## src/tdcu_pkg.sv

```systemverilog
`timescale 1ns / 1ps
// ----------------------------------------------------------------------------
// tdcu_pkg
// Types and codes shared by the TDC sub-subevent word unpacker.
// ----------------------------------------------------------------------------
package tdcu_pkg;

  typedef enum logic [2:0] {
    KIND_BLOCK   = 3'd0,
    KIND_HIT     = 3'd1,
    KIND_TDC_HDR = 3'd2,
    KIND_TDC_TRL = 3'd3,
    KIND_DEBUG   = 3'd4,
    KIND_EPOCH   = 3'd5
  } kind_t;

  typedef enum logic [1:0] {
    ERR_NONE         = 2'd0,
    ERR_TRAILER_IDLE = 2'd1,
    ERR_HEADER_OPEN  = 2'd2
  } err_t;

  typedef enum logic [1:0] {
    MARK_TRAILER = 2'd0,
    MARK_HEADER  = 2'd1,
    MARK_DEBUG   = 2'd2,
    MARK_EPOCH   = 2'd3
  } marker_t;

  typedef struct packed {
    logic [31:0] word;
    logic        restart;
  } in_t;

  typedef struct packed {
    kind_t       kind;
    err_t        error;
    logic [15:0] source_id;
    logic [15:0] block_length;
    logic [6:0]  channel;
    logic        edge_res;
    logic [27:0] epoch;
    logic [10:0] coarse;
    logic [9:0]  fine;
  } out_t;

endpackage

```

## src/tdc_subsubevent_word_unpacker_top.sv

```systemverilog
`timescale 1ns / 1ps
// ----------------------------------------------------------------------------
// tdc_subsubevent_word_unpacker_top
// Decodes TDC sub-subevent words into block headers, hits, TDC headers,
// trailers, debug and epoch words, one result per word.
// ----------------------------------------------------------------------------
// One word is taken per clock while in_stall is low and gives one result: the word
// lands in an input register, is decoded against the block state (words left,
// source, epoch, TDC open) and lands in the result register, where the state
// is updated in the same edge. The result register lets a new word enter
// while an earlier result waits behind out_stall.
module tdc_subsubevent_word_unpacker_top (
  input  logic          clk,
  input  logic          rst,
  input  logic          in_valid,
  output logic          in_stall,
  input  tdcu_pkg::in_t in_data,
  output logic          out_valid,
  input  logic          out_stall,
  output tdcu_pkg::out_t out_data
);
  import tdcu_pkg::*;

  logic        s1_valid;
  in_t         s1_data;
  logic        out_adv;
  logic        s1_adv;
  logic        s1_move;

  logic [15:0] words_left;
  logic [15:0] words_left_next;
  logic [15:0] current_source;
  logic [15:0] current_source_next;
  logic [27:0] epoch_count;
  logic [27:0] epoch_count_next;
  logic        tdc_open;
  logic        tdc_open_next;
  out_t        res;
  logic        is_header;

  assign out_adv  = !out_valid || !out_stall;
  assign s1_adv   = !s1_valid || out_adv;
  assign in_stall = !s1_adv;
  assign s1_move  = s1_valid && out_adv;

  assign is_header = s1_data.restart || (words_left == 16'd0);

  always_comb begin
    res                 = '0;
    res.kind            = KIND_BLOCK;
    res.error           = ERR_NONE;
    words_left_next     = words_left;
    current_source_next = current_source;
    epoch_count_next    = epoch_count;
    tdc_open_next       = tdc_open;
    if (is_header) begin
      res.block_length    = s1_data.word[31:16];
      words_left_next     = s1_data.word[31:16];
      current_source_next = s1_data.word[15:0];
      epoch_count_next    = '0;
      tdc_open_next       = 1'b0;
    end else begin
      words_left_next = words_left - 16'd1;
      if (s1_data.word[31]) begin
        res.kind     = KIND_HIT;
        res.channel  = s1_data.word[28:22];
        res.fine     = s1_data.word[21:12];
        res.edge_res = s1_data.word[11];
        res.coarse   = s1_data.word[10:0];
        res.epoch    = epoch_count;
      end else begin
        unique case (marker_t'(s1_data.word[30:29]))
          MARK_TRAILER: begin
            res.kind = KIND_TDC_TRL;
            if (tdc_open) tdc_open_next = 1'b0;
            else res.error = ERR_TRAILER_IDLE;
          end
          MARK_HEADER: begin
            res.kind = KIND_TDC_HDR;
            if (!tdc_open) tdc_open_next = 1'b1;
            else res.error = ERR_HEADER_OPEN;
          end
          MARK_DEBUG: begin
            res.kind = KIND_DEBUG;
          end
          default: begin
            res.kind         = KIND_EPOCH;
            epoch_count_next = s1_data.word[27:0];
            res.epoch        = s1_data.word[27:0];
          end
        endcase
      end
    end
    res.source_id = current_source_next;
  end

  always_ff @(posedge clk) begin
    if (rst) begin
      s1_valid       <= 1'b0;
      out_valid      <= 1'b0;
      words_left     <= '0;
      current_source <= '0;
      epoch_count    <= '0;
      tdc_open       <= 1'b0;
    end else begin
      if (s1_adv) s1_valid <= in_valid;
      if (out_adv) out_valid <= s1_valid;
      if (s1_move) begin
        words_left     <= words_left_next;
        current_source <= current_source_next;
        epoch_count    <= epoch_count_next;
        tdc_open       <= tdc_open_next;
      end
    end
  end

  always_ff @(posedge clk) begin
    if (s1_adv && in_valid) s1_data <= in_data;
    if (s1_move) out_data <= res;
  end

  a_hdr_clears: assert property (@(posedge clk) disable iff (rst)
    s1_move && is_header |=> !tdc_open && (epoch_count == 28'd0))
    else $error("block header did not clear epoch and open flag");

  a_full_stalls: assert property (@(posedge clk) disable iff (rst)
    s1_valid && out_valid && out_stall |-> in_stall)
    else $error("input taken while both registers are held");

  a_hdr_no_err: assert property (@(posedge clk) disable iff (rst)
    out_valid && (out_data.kind == KIND_BLOCK) |-> (out_data.error == ERR_NONE))
    else $error("block header result carries an error");

  a_err_kind: assert property (@(posedge clk) disable iff (rst)
    out_valid && (out_data.error != ERR_NONE) |->
      (out_data.kind == KIND_TDC_TRL) || (out_data.kind == KIND_TDC_HDR))
    else $error("error on a word that is neither TDC header nor trailer");

endmodule

```

## config.mk

```make
export PLATFORM = sky130hd
export DESIGN_NAME = tdc_subsubevent_word_unpacker_top
export DESIGN_NICKNAME = d
export VERILOG_FILES = /design/src/tdcu_pkg.sv /design/src/tdc_subsubevent_word_unpacker_top.sv
export SDC_FILE = /design/constraint.sdc
export NUM_CORES = 1
export LEC_CHECK = 0
export BUFFER_PORTS_ARGS = -buffer_cell sky130_fd_sc_hd__buf_2
export CAP_MARGIN = 10
export CORE_MARGIN = 2
export CORE_UTILIZATION = 54
export DETAILED_ROUTE_END_ITERATION = 10
export PLACE_DENSITY_LB_ADDON = 0.2
export SETUP_SLACK_MARGIN = 0.2
export SLEW_MARGIN = 20
export SYNTH_ARGS = -nofsm -noshare
export SYNTH_HDL_FRONTEND = slang
export SYNTH_SLANG_ARGS = --single-unit
```

## constraint.sdc

```tcl
create_clock -name clk -period 5.5 [get_ports clk]
set_input_delay 1.65 -clock clk [delete_from_list [all_inputs] [get_ports clk]]
set_output_delay 1.65 -clock clk [all_outputs]
set_load 0.02 [all_outputs]
```

After elaboration in Yosys (flattened, before gate mapping)
Index checks and enable logic that the tools add are counted.
Word-level totals
  flip-flop bits (word level): 190
  input port bits: 37
  output and inout port bits: 96
  logic and storage cells: 56
Operators by class
  add/subtract/negate cells: 1
  equal/unequal tests: 4
  mux-type cells: 15
  bitwise logic cells: 1
  reduce and logical (&&, ||, !) cells: 17
Operators with widths (count)
  $mux W28: 5
  $mux W16: 2
  $logic_not A16 Y1: 1
  $sub A16 B1 Y16 const B: 1
  $pmux W3 S3: 1
  $reduce_and A3 Y1: 2
  $logic_not A1 Y1: 4
  $mux W1: 4
  $ne A2 B1 Y1 const B: 2
  $pmux W2 S2: 1
  $reduce_or A2 Y1: 2
  $logic_or A1 B1 Y1: 3
  $reduce_bool A3 Y1: 1
  $reduce_or A3 Y1: 1
  $eq A2 B1 Y1 const B: 1
  $eq A2 B2 Y1 const B: 1
  $logic_and A1 B1 Y1: 2
  $logic_not A2 Y1: 1
  $mux W2: 1
  $pmux W1 S2: 1
  $not A1 Y1: 1

Longest topological paths before layout
Gate-level depths: netlist (run 1).
  depth in word-level cells: 5
  gate-level depth with buffers: 10
  depth with buffers taken out: 7

Worst setup path after synthesis (run 1)
Ideal clock, no wire load.
  kind: in2reg
  from: input port out_stall
  to: register out_data[0] (netlist name), enable pin
  setup time: 0.495 ns
  arrival: 4.682 ns
  required time: 5.005 ns
  setup slack: 0.323 ns
  stages on the path: 4
  buffers on the path: 1
  cells stage by stage: nand2_1 -> nand2_1 -> clkinv_1 -> clkbuf_1
On the way
  longest elaborated chain between the ends: 3
RTL lines
  from (decl): line tdc_subsubevent_word_unpacker_top.sv:19  | input logic out_stall,
  $logic_not A1 Y1: line tdc_subsubevent_word_unpacker_top.sv:41  | assign out_adv = !out_valid || !out_stall;
  $logic_or A1 B1 Y1: line tdc_subsubevent_word_unpacker_top.sv:41
  $logic_and A1 B1 Y1: line tdc_subsubevent_word_unpacker_top.sv:44  | assign s1_move = s1_valid && out_adv;
  net s1_move: line tdc_subsubevent_word_unpacker_top.sv:28  | logic s1_move;
  to (signal assigned): line tdc_subsubevent_word_unpacker_top.sv:119  | if (s1_move) out_data <= res;
  to (decl): line tdc_subsubevent_word_unpacker_top.sv:20  | output tdcu_pkg::out_t out_data
The timed path passes the listed nets, and every way through them passes these cells.
A chain may end at the register's enable or synchronous reset.

Worst setup path after layout (run 1)
  from: input port out_stall
  to: output port in_stall
On the way
  longest elaborated chain between the ends: 4
RTL lines
  $logic_not A1 Y1: line tdc_subsubevent_word_unpacker_top.sv:41
  $logic_or A1 B1 Y1: line tdc_subsubevent_word_unpacker_top.sv:41
  $logic_or A1 B1 Y1: line tdc_subsubevent_word_unpacker_top.sv:42  | assign s1_adv = !s1_valid || out_adv;
  $logic_not A1 Y1: line tdc_subsubevent_word_unpacker_top.sv:43  | assign in_stall = !s1_adv;
  to (decl): line tdc_subsubevent_word_unpacker_top.sv:16  | output logic in_stall,
No other way between the ends.

==> flow_metrics.tcl, run 1 <==
set metrics [dict create \
    placement.cell_area_um2 8100 \
    finish.utilization_pct 65.9 \
    die_h_um 121 \
    critical_path_arrival_ns 2.18 \
    clk_pin_slew_ns 0.07 \
    design.portCount 133 \
    global_route.usage.total_pct 22.4 \
    r2r_setup_slack_ns 2.28 \
    finalNetCount 729 \
    synth_largest_type_area_fraction_pct 52.0 \
    result_of_the_run "finished, final reports clean" \
    placement_rows 42 \
    critPathRequiredTime_ns 3.85 \
    cts.hold.buffers_added 0 \
    core_area_um2 13200 \
    hold_path.class "reg2reg" \
    grt_start_max_net_pins 68 \
    drt_wl_total_um 15800 \
    clockRootBuffer "sky130_fd_sc_hd__clkbuf_16" \
    cts_resized 0 \
    floorplan.initialDensity_pct 55.3 \
    postSynthRegisterBits 190 \
    synth_area_leaders "sky130_fd_sc_hd__edfxtp_1 (52%), sky130_fd_sc_hd__dfxtp_1 (17%), sky130_fd_sc_hd__a22o_1 (6.7%), sky130_fd_sc_hd__nand2_1 (3.7%), sky130_fd_sc_hd__and3_1 (3.0%)" \
    critical_path_source "out_stall" \
    finalWorstPathRequiredPeriod_ns 3.83 \
    total_gr_overflow 0 \
    grt_first_pass_wirelength_um 24700 \
    whs_path_cells 2 \
    synth-warning-count 0 \
    n_antenna_cell 0 \
    cp_max_fo 3 \
    clock_path_buffers 2 \
    numCtsBuffers 17 \
    clk_latency_ns 0.43 \
    slew_viol_final 0 \
    final_area_um2 8730 \
    dp_hpwl_um 9710 \
    startpoint_of_the_tightest_hold_check_path "current_source[5]" \
    postRouteAntennaNets 0 \
    max-cap-violations 0 \
    drtIter0Drc 499 \
    synth_top_area_cell "sky130_fd_sc_hd__edfxtp_1" \
    post_synth_instance_area_um2 7330 \
    number_of_global_route_vias_before_repair 4812 \
    power_density_nw_per_um2 382 \
    routed_wire_length_per_instance_um 18.1 \
    syn_avg_cell_area_um2 13.0 \
    cp-start-kind "primary input" \
    setup-violations-final 0 \
    hold_violations 0 \
    drive_above_1_share_pct 26.0 \
    initial_antenna_violation_count 0 \
    postSynth.asyncResetShare_pct 0 \
    synth_sequential_area_ratio_pct 69.2 \
    worst_setup_path_end_kind "output port" \
    postSynthNetCount 608 \
    dieWidth_um 121 \
    postSynth.topFlopCell "sky130_fd_sc_hd__edfxtp_1" \
    htree_levels 4 \
    synth_edf_count 127 \
    cts_post_setup_buffers_inserted 0 \
    syn-instance-count 565 \
    area_of_the_die_um2 14500 \
    p_leak_nw 3.50 \
    timing.critical_path.cells "buf_2 -> and3_1 -> buf_2" \
    max_stage_delay_ns 0.24 \
    cts_sinks 190 \
    rsz0062_at_grt "false" \
    vias 4981 \
    slew_headroom_pct 32.8 \
    timing.rr.start "words_left[0]" \
    worstSetupPathType "in2out" \
    areaGrowthSynthToFinish_pct 19.1 \
    yosysUniqueCellTypes 56 \
    fmaxAchievable_mhz 261 \
    tritoncts "done" \
    worst-r2r-cell-count 8 \
    fin_skew_ns 0.0102 \
    worst_pin_slew_ns 1.01 \
    viasPerCell 5.69 \
    timing.critical_path.mode_cell "sky130_fd_sc_hd__buf_2" \
    worstReg2RegEnd "words_left[1]" \
    crit_slowest_cell "sky130_fd_sc_hd__and3_1" \
    tns_ns 0 \
    detail_route.drc_violations 0 \
    min_period_over_period_pct 69.7 \
    port-buffer-count 132 \
    worst_hold_path.endpoint "current_source[5]" \
    drt-pass1-iter-count 5 \
    worst_ir_drop_vdd_mv 0.172 \
    routabilityCongestion 0.846 \
]
==> layer usage <==
| metal | wire length (um) | up-vias | global-route usage, % |
|---|---|---|---|
| li1 | - | 2365 | - |
| met1 | 6880 | 2373 | 30.5 |
| met2 | 7540 | 209 | 34.2 |
| met3 | 990 | 34 | 4.76 |
| met4 | 421 | 0 | 11.1 |
| met5 | 0 | - | 0 |
==> sequential cells by signal (all words and copies together) (netlist names) <==
signal,cells
current_source,16
epoch_count,28
out_data,94
out_valid,1
s1_data,33
s1_valid,1
tdc_open,1
words_left,16
==> worst max-delay path: cells and delay by family <==
| family | cells | cell delay (ns) |
|---|---|---|
| buffers and inverters | 2 | 0.29 |
| and+or+nand+nor | 1 | 0.24 |
==> worst max path at each step <==
| stage | to | slack [ns] | depth (start not counted) |
|---|---|---|---|
| finish | in_stall | 1.67 | 3 |
| global route | words_left[0] | 1.54 | 7 |
| CTS | in_stall | 1.66 | 3 |
| detailed placement | words_left[0] | 1.28 | 7 |
| global placement | words_left[2] | 1.40 | 8 |
| floorplan | out_data[0] | 0.32 | 4 |
==> metrics by stage <==
| step | worst slack (ns) | instances | power (mW) | hold WS, ns |
|---|---|---|---|---|
| final | 1.67 | 875 | 3.33 | 0.458 |
| after global routing | 1.54 | 875 | 3.45 | 0.481 |
| after CTS | 1.66 | 874 | 3.34 | 0.461 |
| after detailed placement | 1.28 | 842 | 2.10 | 0.450 |
| after global placement | 1.40 | 842 | 2.09 | 0.442 |
| after floorplan | 0.323 | 565 | 1.98 | 0.437 |
==> cell usage after synthesis (2+ instances only) <==
library cell                 n
sky130_fd_sc_hd__and2_1     13
sky130_fd_sc_hd__inv_1      12
sky130_fd_sc_hd__a22o_1     56
sky130_fd_sc_hd__nor2b_1     3
sky130_fd_sc_hd__nand2_1    72
sky130_fd_sc_hd__edfxtp_1  127
sky130_fd_sc_hd__o31ai_1     2
sky130_fd_sc_hd__ha_1        6
sky130_fd_sc_hd__nor2_1     18
sky130_fd_sc_hd__o21ai_0     9
sky130_fd_sc_hd__or3_1       2
sky130_fd_sc_hd__a21oi_1    28
sky130_fd_sc_hd__clkbuf_1   22
sky130_fd_sc_hd__mux2i_1     2
sky130_fd_sc_hd__a32oi_1     2
sky130_fd_sc_hd__nand3_1    20
sky130_fd_sc_hd__a22oi_1     4
sky130_fd_sc_hd__o22ai_1     2
sky130_fd_sc_hd__nor3_1      7
sky130_fd_sc_hd__o21a_1      2
sky130_fd_sc_hd__buf_6       5
sky130_fd_sc_hd__dfxtp_1    63
sky130_fd_sc_hd__nand4_1     2
sky130_fd_sc_hd__nor4_1      2
sky130_fd_sc_hd__a31oi_1     4
sky130_fd_sc_hd__o31a_1      2
sky130_fd_sc_hd__buf_2       9
sky130_fd_sc_hd__a211oi_1    2
sky130_fd_sc_hd__and3b_1     2
sky130_fd_sc_hd__nor2_2      2
sky130_fd_sc_hd__o32ai_1     4
sky130_fd_sc_hd__and3_1     35
==> layout by cell type (no fill, tap or decap), drive strengths merged, types with 4 or more instances in the layout <==
cell type / n
buf: 139
edfxtp: 127
nand2: 72
dfxtp: 63
a22o: 56
and3: 35
a21oi: 28
nand3: 20
nor2: 20
clkbuf: 20
inv: 14
and2: 13
o21ai: 10
nor3: 7
ha: 6
clkinvlp: 5
a31oi: 4
a22oi: 4
o32ai: 4
==> area by class of cell <==
type / instances / area (um2)
clock buffers: 20 / 447
clock inverters: 12 / 161
fillers: 999 / 4520
inverters: 13 / 51.3
multi-input cells: 325 / 2050
flip-flops and latches: 190 / 5070
well taps: 176 / 220
repair buffers: 139 / 721
==> power by group <==
group / total (mW) / internal, mW / switching (mW)
Clock: 1.26 / 0.730 / 0.526
Sequential: 1.66 / 1.61 / 0.0512
Combinational: 0.412 / 0.133 / 0.279
Total: 3.33 / 2.48 / 0.856
==> logic make-up after synthesis <==
| family | synth area share (%) |
|---|---|
| muxes | 0.273 |
| DFF | 69.2 |
| buffers and inverters | 3.28 |
| adders and majority gates | 1.02 |
| and+or+nand+nor | 13.3 |
| AOI/OAI and AO/OA | 12.9 |
Power figures use the tool's default switching activity.
==> inputs of run 2 (changes only) <==
ABC_AREA = 1   (was unset)
clock period = 4 ns   (was 5.5 ns; I/O delays follow)
==> flow_metrics.tcl, run 2 <==
set metrics [dict create \
    result_of_the_run "finished, final reports clean" \
    critPathRequiredTime_ns 2.80 \
    synth_area_leaders "sky130_fd_sc_hd__edfxtp_1 (49%), sky130_fd_sc_hd__dfxtp_1 (16%), sky130_fd_sc_hd__nand2_1 (6.9%), sky130_fd_sc_hd__inv_1 (5.3%), sky130_fd_sc_hd__nor2_1 (5.0%)" \
    cts.hold.buffers_added 0 \
    yosysUniqueCellTypes 32 \
    total_gr_overflow 0 \
    most_common_cell_in_the_synthesized_netlist "sky130_fd_sc_hd__nand2_1" \
    worstSetupPathType "in2out" \
    drt_wl_total_um 16500 \
    routed_wire_length_per_instance_um 14.9 \
    max-cap-violations 0 \
    synth_largest_type_area_fraction_pct 48.9 \
    synth_edf_count 127 \
    timing.critical_path.mode_cell "sky130_fd_sc_hd__buf_2" \
    postRouteAntennaNets 0 \
    synth_top_area_cell "sky130_fd_sc_hd__edfxtp_1" \
    routed-wl-met3_um 1040 \
    cts_post_setup_buffers_inserted 0 \
    n_antenna_cell 0 \
    die_h_um 124 \
    synth-warning-count 0 \
    initial_antenna_violation_count 0 \
    postSynth.topFlopCell "sky130_fd_sc_hd__edfxtp_1" \
    clk_pin_slew_ns 0.07 \
    path_delay_family "buffers and inverters" \
    numCtsBuffers 17 \
    synth_sequential_area_ratio_pct 65.0 \
    final_area_um2 9190 \
    vias 5756 \
    clk_latency_ns 0.43 \
    rsz0062_at_grt "false" \
    layout_commonest_cell "sky130_fd_sc_hd__nand2_1" \
    post_synth_instance_area_um2 7800 \
    worst_ir_drop_vdd_mv 0.254 \
    cts_sinks 190 \
    worst_pin_slew_ns 0.873 \
    dieWidth_um 124 \
    grt_start_max_net_pins 77 \
    largest_register_ffs 94 \
    cts_resized 0 \
    largest_register "out_data" \
    critical_path_arrival_ns 1.64 \
    areaGrowthSynthToFinish_pct 17.7 \
    placement.cell_area_um2 8540 \
    worst_setup_path_end_kind "output port" \
    postSynth.asyncResetShare_pct 0 \
    cp-start-kind "primary input" \
    drive_above_1_share_pct 20.8 \
    biggestRegsByFlops "out_data (94), s1_data (33), epoch_count (28)" \
    setup-violations-final 0 \
    slew_headroom_pct 41.6 \
    clockRootBuffer "sky130_fd_sc_hd__clkbuf_16" \
    htree_levels 4 \
    global_route.usage.total_pct 21.4 \
    syn-instance-count 791 \
    critical_path_buf_inv_count 2 \
    cp_max_fo 3 \
    max_stage_delay_ns 0.18 \
    area_of_the_die_um2 15400 \
    tns_ns 0 \
    number_of_global_route_vias_before_repair 5268 \
    power_density_nw_per_um2 500 \
    placement_rows 43 \
    top_layer_used "met4" \
    finalWorstPathRequiredPeriod_ns 2.84 \
    crit_slowest_cell "sky130_fd_sc_hd__buf_2" \
    detail_route.drc_violations 0 \
    postSynthRegisterBits 190 \
    core_area_um2 14000 \
    syn_avg_cell_area_um2 9.87 \
    postSynthNetCount 834 \
    floorplan.initialDensity_pct 55.8 \
    hold_path.class "reg2reg" \
    port-buffer-count 132 \
    dp_hpwl_um 10100 \
    finalNonFillerCells 1103 \
    p_leak_nw 4.01 \
    hold_violations 0 \
    min_period_over_period_pct 70.9 \
    mostFrequentLayoutCells "sky130_fd_sc_hd__nand2_1 (144), sky130_fd_sc_hd__buf_2 (132), sky130_fd_sc_hd__edfxtp_1 (127), sky130_fd_sc_hd__inv_1 (110), sky130_fd_sc_hd__nor2_1 (105)" \
    netlist_top_cells_count "sky130_fd_sc_hd__nand2_1 (144), sky130_fd_sc_hd__edfxtp_1 (127), sky130_fd_sc_hd__inv_1 (110)" \
    drt-met1-wl_um 7370 \
    timing.critical_path.cells "buf_2 -> nand2_1 -> nor2_1 -> buf_2" \
    design.portCount 133 \
    drt-pass1-iter-count 5 \
    viasPerCell 5.22 \
    drtIter0Drc 507 \
    clock_path_buffers 2 \
    placed_cells_incl_taps 1071 \
    slew_viol_final 0 \
    tritoncts "done" \
    finalNetCount 953 \
    routabilityCongestion 0.843 \
    fmaxAchievable_mhz 352 \
    wl_met2_um 7730 \
    grt_first_pass_wirelength_um 26200 \
    fin_skew_ns 0.0116 \
]
-- run 2: report_power, final --
part	leakage [nW]	total, mW	switching (mW)	internal, mW
Clock	0.298	1.83	0.728	1.11
Combinational	1.96	0.500	0.356	0.144
Sequential	1.75	2.26	0.0480	2.21
-- run 2: cell families (layout without fill, tap and decap cells) --
family          count (synthesis)  after routing  synth area share [%]
flops                         190            190                  65.0
compound gates                139            139                  9.68
simple gates                  300            300                  15.7
buf+inv                       151            283                  8.05
fa+ha+maj                       6              6                 0.962
xor+xnor                        5              5                 0.561
-- run 2: stage by stage --
step / setup slack, ns / utilization, % / hold WS (ns) / power [mW]
floorplan: 0.705 / - / 0.445 / 2.66
global placement: 1.17 / 61.1 / 0.453 / 2.79
detailed placement: 1.16 / 61.1 / 0.456 / 2.80
CTS: 1.15 / 65.7 / 0.466 / 4.61
global route: 1.09 / 65.7 / 0.487 / 4.76
finish: 1.16 / 65.7 / 0.468 / 4.59
-- run 2: final timing paths --
path                  startpoint        endpoint  slack, ns  depth (start not counted)
setup / recovery       out_stall        in_stall       1.16                          4
hold / removal    epoch_count[9]  epoch_count[9]       0.47                          2
setup reg to reg   words_left[0]     out_data[1]       1.46                          9
hold reg to reg   epoch_count[9]  epoch_count[9]       0.47                          2
-- run 2: final cells by class --
class | count | area, um2
flip-flops and latches | 190 | 5070
fillers | 1104 | 4800
multi-input cells | 450 | 2110
repair buffers | 139 | 713
clock buffers | 17 | 425
inverters | 112 | 422
well taps | 180 | 225
clock inverters | 15 | 218
-- run 2: routing by layer --
layer / GRT usage [%] / vias up
met5: 0 / -
met4: 8.99 / 0
met3: 4.48 / 31
met2: 33.9 / 225
met1: 28.9 / 2672
li1: - / 2828
-- run 2: worst reg2reg max path, stage by stage (launching register included) --
cell and delay [ns]:
sky130_fd_sc_hd__dfxtp_1 0.35, sky130_fd_sc_hd__inv_1 0.08, sky130_fd_sc_hd__ha_1 0.23, sky130_fd_sc_hd__nand2_2 0.14
sky130_fd_sc_hd__nor2_4 0.06, sky130_fd_sc_hd__nand2_2 0.13, sky130_fd_sc_hd__nand2_4 0.06, sky130_fd_sc_hd__inv_2 0.50
sky130_fd_sc_hd__nand2_2 0.58, sky130_fd_sc_hd__nor2_1 0.25
